## src/sv/fat_cluster_chain_allocator_core_defines.svh

```systemverilog
// Assertion macros for the FAT cluster chain allocator.
// Used by the top level, which supplies clk_i and rst_ni in scope.
`ifndef FAT_CLUSTER_CHAIN_ALLOCATOR_CORE_DEFINES_SVH
`define FAT_CLUSTER_CHAIN_ALLOCATOR_CORE_DEFINES_SVH

// Same-cycle implication, checked outside reset.
`define FCCA_ASSERT_IMP(label, ante, cons, msg) \
  label: assert property (@(posedge clk_i) disable iff (!rst_ni) (ante) |-> (cons)) \
    else $error(msg);

// Next-cycle implication, checked outside reset.
`define FCCA_ASSERT_NXT(label, ante, cons, msg) \
  label: assert property (@(posedge clk_i) disable iff (!rst_ni) (ante) |=> (cons)) \
    else $error(msg);

`endif

```

## src/sv/fcca_cmpsub.sv

```systemverilog
// Shared compare-and-subtract unit of the allocator.
// Depends on nothing; one step of the repeated-subtraction address split.
module fcca_cmpsub #(
  parameter int unsigned W = 12
) (
  input  logic [W-1:0] a_i,
  input  logic [W-1:0] b_i,
  output logic         ge_o,
  output logic [W-1:0] diff_o
);

  assign ge_o   = (a_i >= b_i);
  assign diff_o = a_i - b_i;

endmodule
```

## config.mk

```make
export PLATFORM = sky130hd
export DESIGN_NAME = fcca_cmpsub
export DESIGN_NICKNAME = d
export VERILOG_FILES = /design/src/sv/fat_cluster_chain_allocator_core_defines.svh /design/src/sv/fcca_cmpsub.sv
export SDC_FILE = /design/constraint.sdc
export NUM_CORES = 1
export LEC_CHECK = 0
export ABC_AREA = 1
export BUFFER_PORTS_ARGS = -buffer_cell sky130_fd_sc_hd__buf_2
export CORE_MARGIN = 5
export CORE_UTILIZATION = 53
export DETAILED_ROUTE_END_ITERATION = 7
export PLACE_DENSITY_LB_ADDON = 0.12
export SYNTH_ARGS = -nofsm -noshare
export SYNTH_HDL_FRONTEND = slang
export SYNTH_SLANG_ARGS = --single-unit
```

## constraint.sdc

```tcl
create_clock -name vclk -period 1.7
set_input_delay 0.085 -clock vclk [all_inputs]
set_output_delay 0.085 -clock vclk [all_outputs]
set_load 0.005 [all_outputs]
```

== Yosys cells after proc, flatten, opt, wreduce, memory -nomap -nowiden ==
Cells that the tools add are included.
Word-level totals
  bits in registers: 0
  bits in latches: 0
  bits in writable memories: 0
  bits in read-only memories: 0
  input port bits: 24
  output and inout port bits: 13
  word-level logic and storage cells: 2
  memories kept: 0
Cells by class
  add/subtract/negate cells: 1
  $mul: 0
  div/mod/pow operators: 0
  magnitude comparators: 1
  equality and inequality tests: 0
  shift operators: 0
  muxes and demuxes: 0
  bitwise logic cells: 0
  reduce and logical (&&, ||, !) cells: 0
Operator list (number)
  $ge A12 B12 Y1: 1
  $sub A12 B12 Y12: 1

== Logic depth before layout (Yosys ltp) ==
  depth after elaboration: 1
  mapped depth: 10
  mapped depth without buffers: 10

== Least setup slack after synthesis ==
OpenSTA, ideal clock, no wires.
  path type: input-to-output
  from: in a_i[0]
  to: out diff_o[6]
  arrival time: 1225 ps
  required time: 1615 ps
  setup slack: 390 ps
  stages on the path: 9
  path buffers: 0
  cell sequence: inv_1 > ha_1 > fa_1 > inv_1 > nand3_1 > nand3_2 > nand2_1 > nand2_1 > xor2_1
Between the ends
  cells in the longest elaborated chain, start to end: 1
RTL lines
  start, declared: line fcca_cmpsub.sv:6  | input logic [W-1:0] a_i,
  $sub A12 B12 Y12: line fcca_cmpsub.sv:13  | assign diff_o = a_i - b_i;
  end, declared: line fcca_cmpsub.sv:9  | output logic [W-1:0] diff_o
Every way passes these cells.

== Worst setup path after layout ==
Ends and elaborated chain as after synthesis.

==> run summary <==
post-layout util: 0.735
CP Class: input pin to output port
Peak Freq: 649 MHz
CP arrival: 1.46 ns
DR vias/cell: 4.79
Compound-Gate Fraction of Synth Area: 0.0489
DR WL/cell: 9.37 µm
area share of the largest cell type after synthesis: 0.264
grt total ovfl: 0
Cell Area, Synth: 767 µm²
drt first pass iters: 4
initial core utilization: 0.575
Total Wirelength: 1900 µm
antenna cells: 0
RSZ-0062 raised after global routing: no
largest family of logic cells by synthesized area: simple AND/OR/NAND/NOR gates
placeable core region: 0.00133 mm²
Yosys top cell by area: nand2_1
row count: 13
CP Data Required Time: 1.62 ns
GRT Util Overall: 0.174
Initial DRC Count: 20
largest net degree at the start of global routing: 7
sequential cell area: 0 µm²
critical path cell sequence: buf_2, inv_1, ha_1, fa_2, inv_1, nand3_1, nand3_2, nand2_1, nand2_1, xor2_1, buf_2
Syn. warnings: 0
drt drc: 0
adder-cell share of the synthesized area: 0.222
Place WS: 0.110 ns
Die H: 48.0 µm
Startpoint Class: input pin
Tot Pwr: 0.338 mW
hold crit path type: input pin to output port
critical path's top delay family: adder cells
CP Capture Type: output port
Critical-path top delay cell: fa_2
most area-consuming cells after synthesis: nand2_1, ha_1, inv_1
Die Width: 48.0 µm
run status: finished, final reports clean
register area share after synthesis: 0
worst setup margin: 0.160 ns
first-pass GRT wire length: 3090 µm
Seq cells: 0
layout cells sized above 1: 0.239
synthesized area per cell: 5.11 µm²
Total Nets Final: 227
Area growth, synth to finish: 27.9%
CTS Hold Buffers Added: 0
number of max-cap violations: 0
Final HPWL DP: 1740 µm
Die ar.: 0.00231 mm²
Slew @ Worst Pin: 0.261 ns
Pins Over Slew Limit: 0
Period Utilization, post-route: 0.906
CP max FO: 4
PortBufs: 37
# IOs: 37
synthesized net count: 187
simple-gate share of the synthesized area: 0.476
Critical Path Max Stage Delay: 0.35 ns
Post-Layout Cell Count: 203
Final Setup Violations: 0
maximum VDD drop: 0.201 mV
antenna-violating nets left: 0
Buf/Inv on CP: 4
layout clock buffer count: 0
initial antenna violation count: 0
vias: 973
routability cong.: 0.826
Post-Synth XOR/XNOR Area: 0.0571
mux contribution to synthesized area: 0
Slew Limit Headroom: 0.826
Syn Inst Count: 150
leakage power: 0.700 nW
Netlist cell types: 16
minimum clock period: 1.54 ns
final hold vios: 0
TNS Setup: 0 ns
P per Cell Area: 344 mW/mm²
DP Cell Count: 202
number of global-route vias before repair: 821
[worst paths after layout]
path | from | endpoint | slack, ns | cells after the start
worst min-delay path | b_i[0] | diff_o[0] | 0.53 | 4
worst max-delay path | a_i[0] | diff_o[6] | 0.16 | 11
[metal layers]
metal / up-vias / track usage / wire length, µm
met5: - / 0 / 0
li1: 532 / - / -
met4: 0 / 0 / 0
met3: 0 / 0 / 122
met2: 30 / 0.343 / 943
met1: 411 / 0.221 / 837
[synthesized netlist by cell type]
| library cell | n |
|---|---|
| inv_1 | 39 |
| xnor2_1 | 1 |
| nor2_2 | 1 |
| inv_2 | 1 |
| nand3_1 | 11 |
| xor2_1 | 4 |
| nand2_1 | 54 |
| nand4_1 | 5 |
| a21oi_1 | 5 |
| nand3_2 | 2 |
| ha_1 | 12 |
| o21bai_1 | 1 |
| fa_1 | 1 |
| nor2_1 | 10 |
| o21ai_0 | 1 |
| nand2_2 | 2 |
[worst min-delay path, delay by kind of cell]
family	cells	cell delay, ns
adders and majority gates	1	0.13
buffers and inverters	3	0.23
[power breakdown]
group / internal (mW) / switching, mW
combinational: 0.151 / 0.187
sequential: 0 / 0
clock: 0 / 0
total: 0.151 / 0.187
[timing repair]
action / in CTS / in global routing
endpoints found under the setup margin: 0 / 1
buffers inserted: 0 / 1
resized for setup: 0 / 1
[final cells by class]
type	count	area (µm²)
multi-input cells	110	619
fillers	131	353
repair buffers	38	193
inverters	40	150
well taps	15	18.8
[placed cells by master, fill, tap and decap left out, drive strengths merged]
cell type	n
nand2	56
a21oi	5
ha	12
inv	40
buf	38
xor2	4
nand3	13
xnor2	1
o21ai	1
nor2	11
fa	1
nand4	5
o21bai	1
[through the flow]
step / instance area, µm² / hold WS [ns]
after floorplan: 767 / 0.324
after global placement: 971 / 0.521
after detailed placement: 971 / 0.532
after CTS: 971 / 0.536
after global routing: 981 / 0.593
final: 981 / 0.533
[cell families (layout without fill, tap and decap cells)]
| group | count (synthesis) | count (layout) |
|---|---|---|
| buffers and inverters | 40 | 78 |
| AO/OA/AOI/OAI | 7 | 7 |
| adder cells (fa/ha/maj) | 13 | 13 |
| XOR/XNOR | 5 | 5 |
| AND/OR/NAND/NOR | 85 | 85 |
No activity file was read; power rests on OpenSTA's default activity.
