==> config.mk <==
export PLATFORM = sky130hd
export DESIGN_NAME = fcca_ram
export DESIGN_NICKNAME = d
export VERILOG_FILES = /design/src/sv/fat_cluster_chain_allocator_core_defines.svh /design/src/sv/fcca_ram.sv
export SDC_FILE = /design/constraint.sdc
export NUM_CORES = 1
export LEC_CHECK = 0
export BUFFER_PORTS_ARGS = -buffer_cell sky130_fd_sc_hd__buf_2
export CAP_MARGIN = 30
export CORE_AREA = 2 2 89 108
export DETAILED_ROUTE_END_ITERATION = 10
export DIE_AREA = 0 0 91 110
export PLACE_DENSITY = 0.86
export SYNTH_ARGS = -nofsm -noshare
export SYNTH_HDL_FRONTEND = slang
export SYNTH_SLANG_ARGS = --single-unit
==> constraint.sdc <==
create_clock -name clk_i -period 2.7 [get_ports clk_i]
set_input_delay 0.405 -clock clk_i [delete_from_list [all_inputs] [get_ports clk_i]]
set_output_delay 0.405 -clock clk_i [all_outputs]
set_load 0.1 [all_outputs]
==> src/sv/fat_cluster_chain_allocator_core_defines.svh <==
// Assertion macros for the FAT cluster chain allocator.
// Used by the top level, which supplies clk_i and rst_ni in scope.
`ifndef FAT_CLUSTER_CHAIN_ALLOCATOR_CORE_DEFINES_SVH
`define FAT_CLUSTER_CHAIN_ALLOCATOR_CORE_DEFINES_SVH

// Same-cycle implication, checked outside reset.
`define FCCA_ASSERT_IMP(label, ante, cons, msg) \
  label: assert property (@(posedge clk_i) disable iff (!rst_ni) (ante) |-> (cons)) \
    else $error(msg);

// Next-cycle implication, checked outside reset.
`define FCCA_ASSERT_NXT(label, ante, cons, msg) \
  label: assert property (@(posedge clk_i) disable iff (!rst_ni) (ante) |=> (cons)) \
    else $error(msg);

`endif

==> src/sv/fcca_ram.sv <==
// Generic single-write, single-read RAM with a registered read port.
// Depends on nothing; used for every table of the allocator.
module fcca_ram #(
  parameter int unsigned WIDTH = 8,
  parameter int unsigned DEPTH = 16,
  localparam int unsigned AW = (DEPTH > 1) ? $clog2(DEPTH) : 1
) (
  input  logic             clk_i,
  input  logic             we_i,
  input  logic [AW-1:0]    waddr_i,
  input  logic [WIDTH-1:0] wdata_i,
  input  logic             re_i,
  input  logic [AW-1:0]    raddr_i,
  output logic [WIDTH-1:0] rdata_o
);

  logic [WIDTH-1:0] mem_q [DEPTH];

  always_ff @(posedge clk_i) begin
    if (we_i) begin
      mem_q[waddr_i] <= wdata_i;
    end
    if (re_i) begin
      rdata_o <= mem_q[raddr_i];
    end
  end

endmodule

---- Word level (Yosys, flattened, before mapping) ----
Memories as Yosys holds them, arrays and structs flattened. A register that Yosys moved wholly into a read port is not among the register bits.
Cells that the tools add are included.
word-level totals
  memories ................................ 1
  bits in registers ....................... 0
  RAM bits ................................ 128
  bits in latches ......................... 0
  output and inout bits ................... 8
  input port bits ......................... 19
  bits in read-only memories .............. 0
  logic and storage cells ................. 3
operators by class
  eq/ne operators ......................... 0
  muxes and demuxes ....................... 2
  bitwise logic cells ..................... 0
  reduce and logical (&&, ||, !) cells .... 0
  div/mod/pow operators ................... 0
  add/sub/neg operators ................... 0
  multipliers ............................. 0
  $lt $le $gt $ge ......................... 0
  shift operators ......................... 0
memories
  name   depth  width  read ports  clocked after Yosys merged registers in  wr ports  RTL line        source
  mem_q  16     8      1           1                                        1         fcca_ram.sv:17  logic [WIDTH-1:0] mem_q [DEPTH];
operators with widths
  operator           count
  1-bit two-way mux  2

---- Longest topological paths before layout ----
  word-level depth ........................ 2
  gate-level depth with buffers ........... 5
  depth with buffers taken out ............ 3

---- Least setup slack after synthesis ----
Ideal clock, no wire load.
  path kind ............................... input -> register
  from .................................... input port waddr_i[2]
  to ...................................... memory mem_q[0][0] (enable)
  required time ........................... 2.317 ns
  setup slack ............................. 0.802 ns
  library setup time ...................... 0.383 ns
  arrival time ............................ 1.515 ns
  stages on the path ...................... 2
  cell sequence ........................... or3b_2 -> nor3_1
RTL lines
  element      RTL line        source
  from (decl)  fcca_ram.sv:10  input logic [AW-1:0] waddr_i,
  to (decl)    fcca_ram.sv:17
Straight into the memory's write port.

---- Worst setup path in the final report ----
  from .................................... register rdata_o[2], read port of mem_q
  to ...................................... output port rdata_o[2]
RTL lines
  element      RTL line        source
  from (decl)  fcca_ram.sv:14  output logic [WIDTH-1:0] rdata_o
No word-level cell between the ends.

==> impl_metrics.prom <==
# TYPE chip_impl_metric gauge
chip_impl_metric{name="achievable-frequency",unit="MHz"} 594.1
chip_impl_metric{name="die_w",unit="um"} 91
chip_impl_metric{name="detail_route.wirelength",unit="um"} 9714
chip_impl_metric{name="timing.final.ws_setup",unit="ns"} 1.017
chip_impl_info{name="worst-setup-path-type",value="flop to output pin"} 1
chip_impl_metric{name="routed_wire_length_per_instance",unit="um"} 23.87
chip_impl_metric{name="worst_path_largest_cell_delay",unit="ns"} 0.43
chip_impl_metric{name="cts_buffers",unit=""} 17
chip_impl_metric{name="clk_pin_slew",unit="ns"} 0.06
chip_impl_metric{name="antenna_found_initial",unit=""} 0
chip_impl_metric{name="numClockSinks",unit=""} 136
chip_impl_metric{name="global_route_wire_length_before_repair",unit="um"} 15100
chip_impl_metric{name="place.gp.congestion",unit=""} 0.7839
chip_impl_metric{name="final_critical_path_required_period",unit="ns"} 1.683
chip_impl_metric{name="p_int",unit="mW"} 3.642
chip_impl_metric{name="viasPerCell",unit=""} 5.958
chip_impl_metric{name="finalCritPeriodShare",unit="%"} 62.34
chip_impl_metric{name="detailedPlace.worstSlack",unit="ns"} 0.7272
chip_impl_metric{name="detail_route.drc_violations",unit=""} 0
chip_impl_metric{name="worstMarginPinSlew",unit="ns"} 0.8917
chip_impl_metric{name="core",unit="um^2"} 8939
chip_impl_metric{name="area_post_placement",unit="um^2"} 5539
chip_impl_metric{name="place.detailed.hpwl",unit="um"} 6099
chip_impl_metric{name="drv.max_cap_violation_count",unit=""} 0
chip_impl_metric{name="num_antenna_cells",unit=""} 0
chip_impl_metric{name="power.density",unit="nW/um^2"} 760.2
chip_impl_metric{name="post_route_cells_drive_above_1_share",unit="%"} 27.53
chip_impl_metric{name="syn_area",unit="um^2"} 5228
chip_impl_info{name="path_cells",value="buf_2"} 1
chip_impl_metric{name="seq_area_frac_synth",unit="%"} 78.12
chip_impl_metric{name="share_clk_of_total_power",unit="%"} 41.6
chip_impl_metric{name="relSlewSlack",unit="%"} 40.34
chip_impl_metric{name="power.switching",unit="mW"} 0.9373
chip_impl_info{name="worst_setup_path_start_kind",value="flop"} 1
chip_impl_metric{name="die-area",unit="um^2"} 10010
chip_impl_info{name="clock-root-buffer",value="clkbuf_8"} 1
chip_impl_metric{name="mappedNetlistNets",unit=""} 248
chip_impl_info{name="final_common_cell",value="edfxtp_1"} 1
chip_impl_info{name="cp-end-kind",value="output pin"} 1
chip_impl_metric{name="synthCells",unit=""} 229
chip_impl_metric{name="core.rowCount",unit=""} 38
chip_impl_metric{name="tns",unit="ns"} 0
chip_impl_metric{name="worstPathArrival",unit="ns"} 1.28
chip_impl_metric{name="holdBufCountCts",unit=""} 0
chip_impl_metric{name="synthToLayoutAreaGrowth",unit="%"} 15.22
chip_impl_info{name="min-delay-path-class",value="input pin to flop"} 1
chip_impl_metric{name="timing.final.setup_violations",unit=""} 0
chip_impl_metric{name="yosysWarningCount",unit=""} 0
chip_impl_metric{name="synthesis_stage_register_bit_count",unit=""} 136
chip_impl_info{name="rsz0062_at_grt",value="no"} 1
chip_impl_metric{name="cts.repair.resized",unit=""} 0
chip_impl_metric{name="drt-initial-drc-count",unit=""} 211
chip_impl_metric{name="worstPathBufferInverterCount",unit=""} 1
chip_impl_metric{name="num_io_pins",unit=""} 27
chip_impl_metric{name="ir_drop",unit="mV"} 0.5429
chip_impl_metric{name="port-buffer-count",unit=""} 26
chip_impl_metric{name="hold_viol",unit=""} 0
chip_impl_metric{name="timing.clock.skew",unit="ns"} 0.006553
chip_impl_metric{name="grt_max_degree",unit=""} 33
chip_impl_metric{name="groute.usage.overall",unit="%"} 22.06
chip_impl_info{name="cp_top_family",value="buffers and inverters"} 1
chip_impl_metric{name="critPathRequiredTime",unit="ns"} 2.30
chip_impl_metric{name="finish.net_count",unit=""} 297
chip_impl_metric{name="power_leakage",unit="nW"} 2.026
chip_impl_metric{name="final_cell_area",unit="um^2"} 6023
chip_impl_metric{name="die_boundary_height",unit="um"} 110
chip_impl_metric{name="switching_share",unit="%"} 20.47
chip_impl_metric{name="route.antenna.remaining_nets",unit=""} 0
chip_impl_metric{name="cts-htree-levels",unit=""} 4
chip_impl_metric{name="clk_latency",unit="ns"} 0.51
chip_impl_metric{name="cts_post_setup_buffers_inserted",unit=""} 0
chip_impl_info{name="clock_tree_from_tritoncts",value="yes"} 1
chip_impl_metric{name="comb_power_share",unit="%"} 6.1
chip_impl_metric{name="via_count_of_the_first_global_routing_pass",unit=""} 2531
chip_impl_metric{name="first_pass_iters",unit=""} 5
chip_impl_metric{name="power.share.sequential",unit="%"} 52.3
chip_impl_metric{name="initial_core_util",unit="%"} 58.48
chip_impl_metric{name="worst_path_fanout_max",unit=""} 1
chip_impl_metric{name="cts_max_path_buffers",unit=""} 2
chip_impl_info{name="layout.cells.most_common_list",value="edfxtp_1, buf_2, mux4_2"} 1
chip_impl_metric{name="grt_overflow",unit=""} 0
chip_impl_metric{name="routed-via-count",unit=""} 2425
chip_impl_metric{name="number_of_inserted_filler_cells_in_the_final_layout",unit=""} 582
chip_impl_info{name="timing.critical_path.slowest_stage_cell",value="buf_2"} 1
chip_impl_info{name="outcome",value="finished, final reports clean"} 1
chip_impl_metric{name="synth_area_per_cell",unit="um^2"} 22.83
chip_impl_metric{name="ys_types",unit=""} 18
chip_impl_metric{name="final_max_slew_viol_count",unit=""} 0
through the flow:
stage / instances / power [mW] / utilization, % / hold WS, ns
detailed placement: 379 / 2.717 / 61.97 / 0.7427
finish: 407 / 4.579 / 67.39 / 0.2500
global route: 407 / 4.738 / 67.39 / 0.2101
global placement: 379 / 2.705 / 61.97 / 0.7262
floorplan: 229 / 2.627 / - / 0.5039
CTS: 407 / 4.612 / 67.39 / 0.2220
layout make-up:
type / instances / area, um^2 / area share [%]
timing repair buffer: 40 / 247.7 / 4.113
sequential: 136 / 4084 / 67.80
clock buffer: 19 / 421.7 / 7.000
multi-input combinational: 83 / 1057 / 17.55
tap: 120 / 150.1 / 2.493
clock inverter: 9 / 62.56 / 1.039
kinds of logic after synthesis:
logic type             after synthesis  share of synthesized area [%]
muxes                               32                          14.79
DFF                                136                          78.12
buffers and inverters               10                          1.651
and+or+nand+nor                     35                          3.136
AOI/OAI and AO/OA                   16                          2.298
routing by layer:
layer / vias up / share of wire [%] / global-route usage (%)
met5: - / 0 / 0
met2: 97 / 53 / 36.03
li1: 1078 / - / -
met4: 0 / 1.1 / 7.576
met3: 9 / 6.1 / 7.614
met1: 1241 / 40 / 28.25
synthesized netlist by cell type, drive strengths merged:
| library cell | instances | area share (%) |
|---|---|---|
| edfxtp | 136 | 78 |
| nor2b | 1 | 0.12 |
| nor3 | 4 | 0.38 |
| nand2b | 2 | 0.24 |
| nand3 | 1 | 0.096 |
| buf | 7 | 1.1 |
| nand2 | 9 | 0.65 |
| and2b | 1 | 0.14 |
| nand3b | 2 | 0.29 |
| mux4 | 32 | 15 |
| and2 | 1 | 0.12 |
| clkdlybuf4s25 | 3 | 0.57 |
| a22oi | 16 | 2.3 |
| nor2 | 13 | 0.93 |
| or3b | 1 | 0.17 |
path summary, 6_finish.rpt:
kind	to	slack [ns]	from	cells past startpoint
setup reg to reg	rdata_o[4]	1.23	mem_q[0][4]	3
setup / recovery	rdata_o[2]	1.02	rdata_o[2]	1
hold / removal	rdata_o[4]	0.25	re_i	1
hold reg to reg	rdata_o[4]	0.76	mem_q[8][4]	3
sequential cells by signal, summed over array words and instances (netlist names):
| name | flops |
|---|---|
| mem_q | 128 |
| rdata_o | 8 |
power groups by stage:
| stage | clock, mW | sequential, mW | combinational (mW) |
|---|---|---|---|
| floorplan | 0 | 2.51 | 0.120 |
| global placement | 0 | 2.43 | 0.273 |
| detailed placement | 0 | 2.44 | 0.281 |
| CTS | 1.93 | 2.39 | 0.282 |
| global route | 2.04 | 2.40 | 0.300 |
| finish | 1.91 | 2.39 | 0.280 |
(Power assumes the default switching activity.)
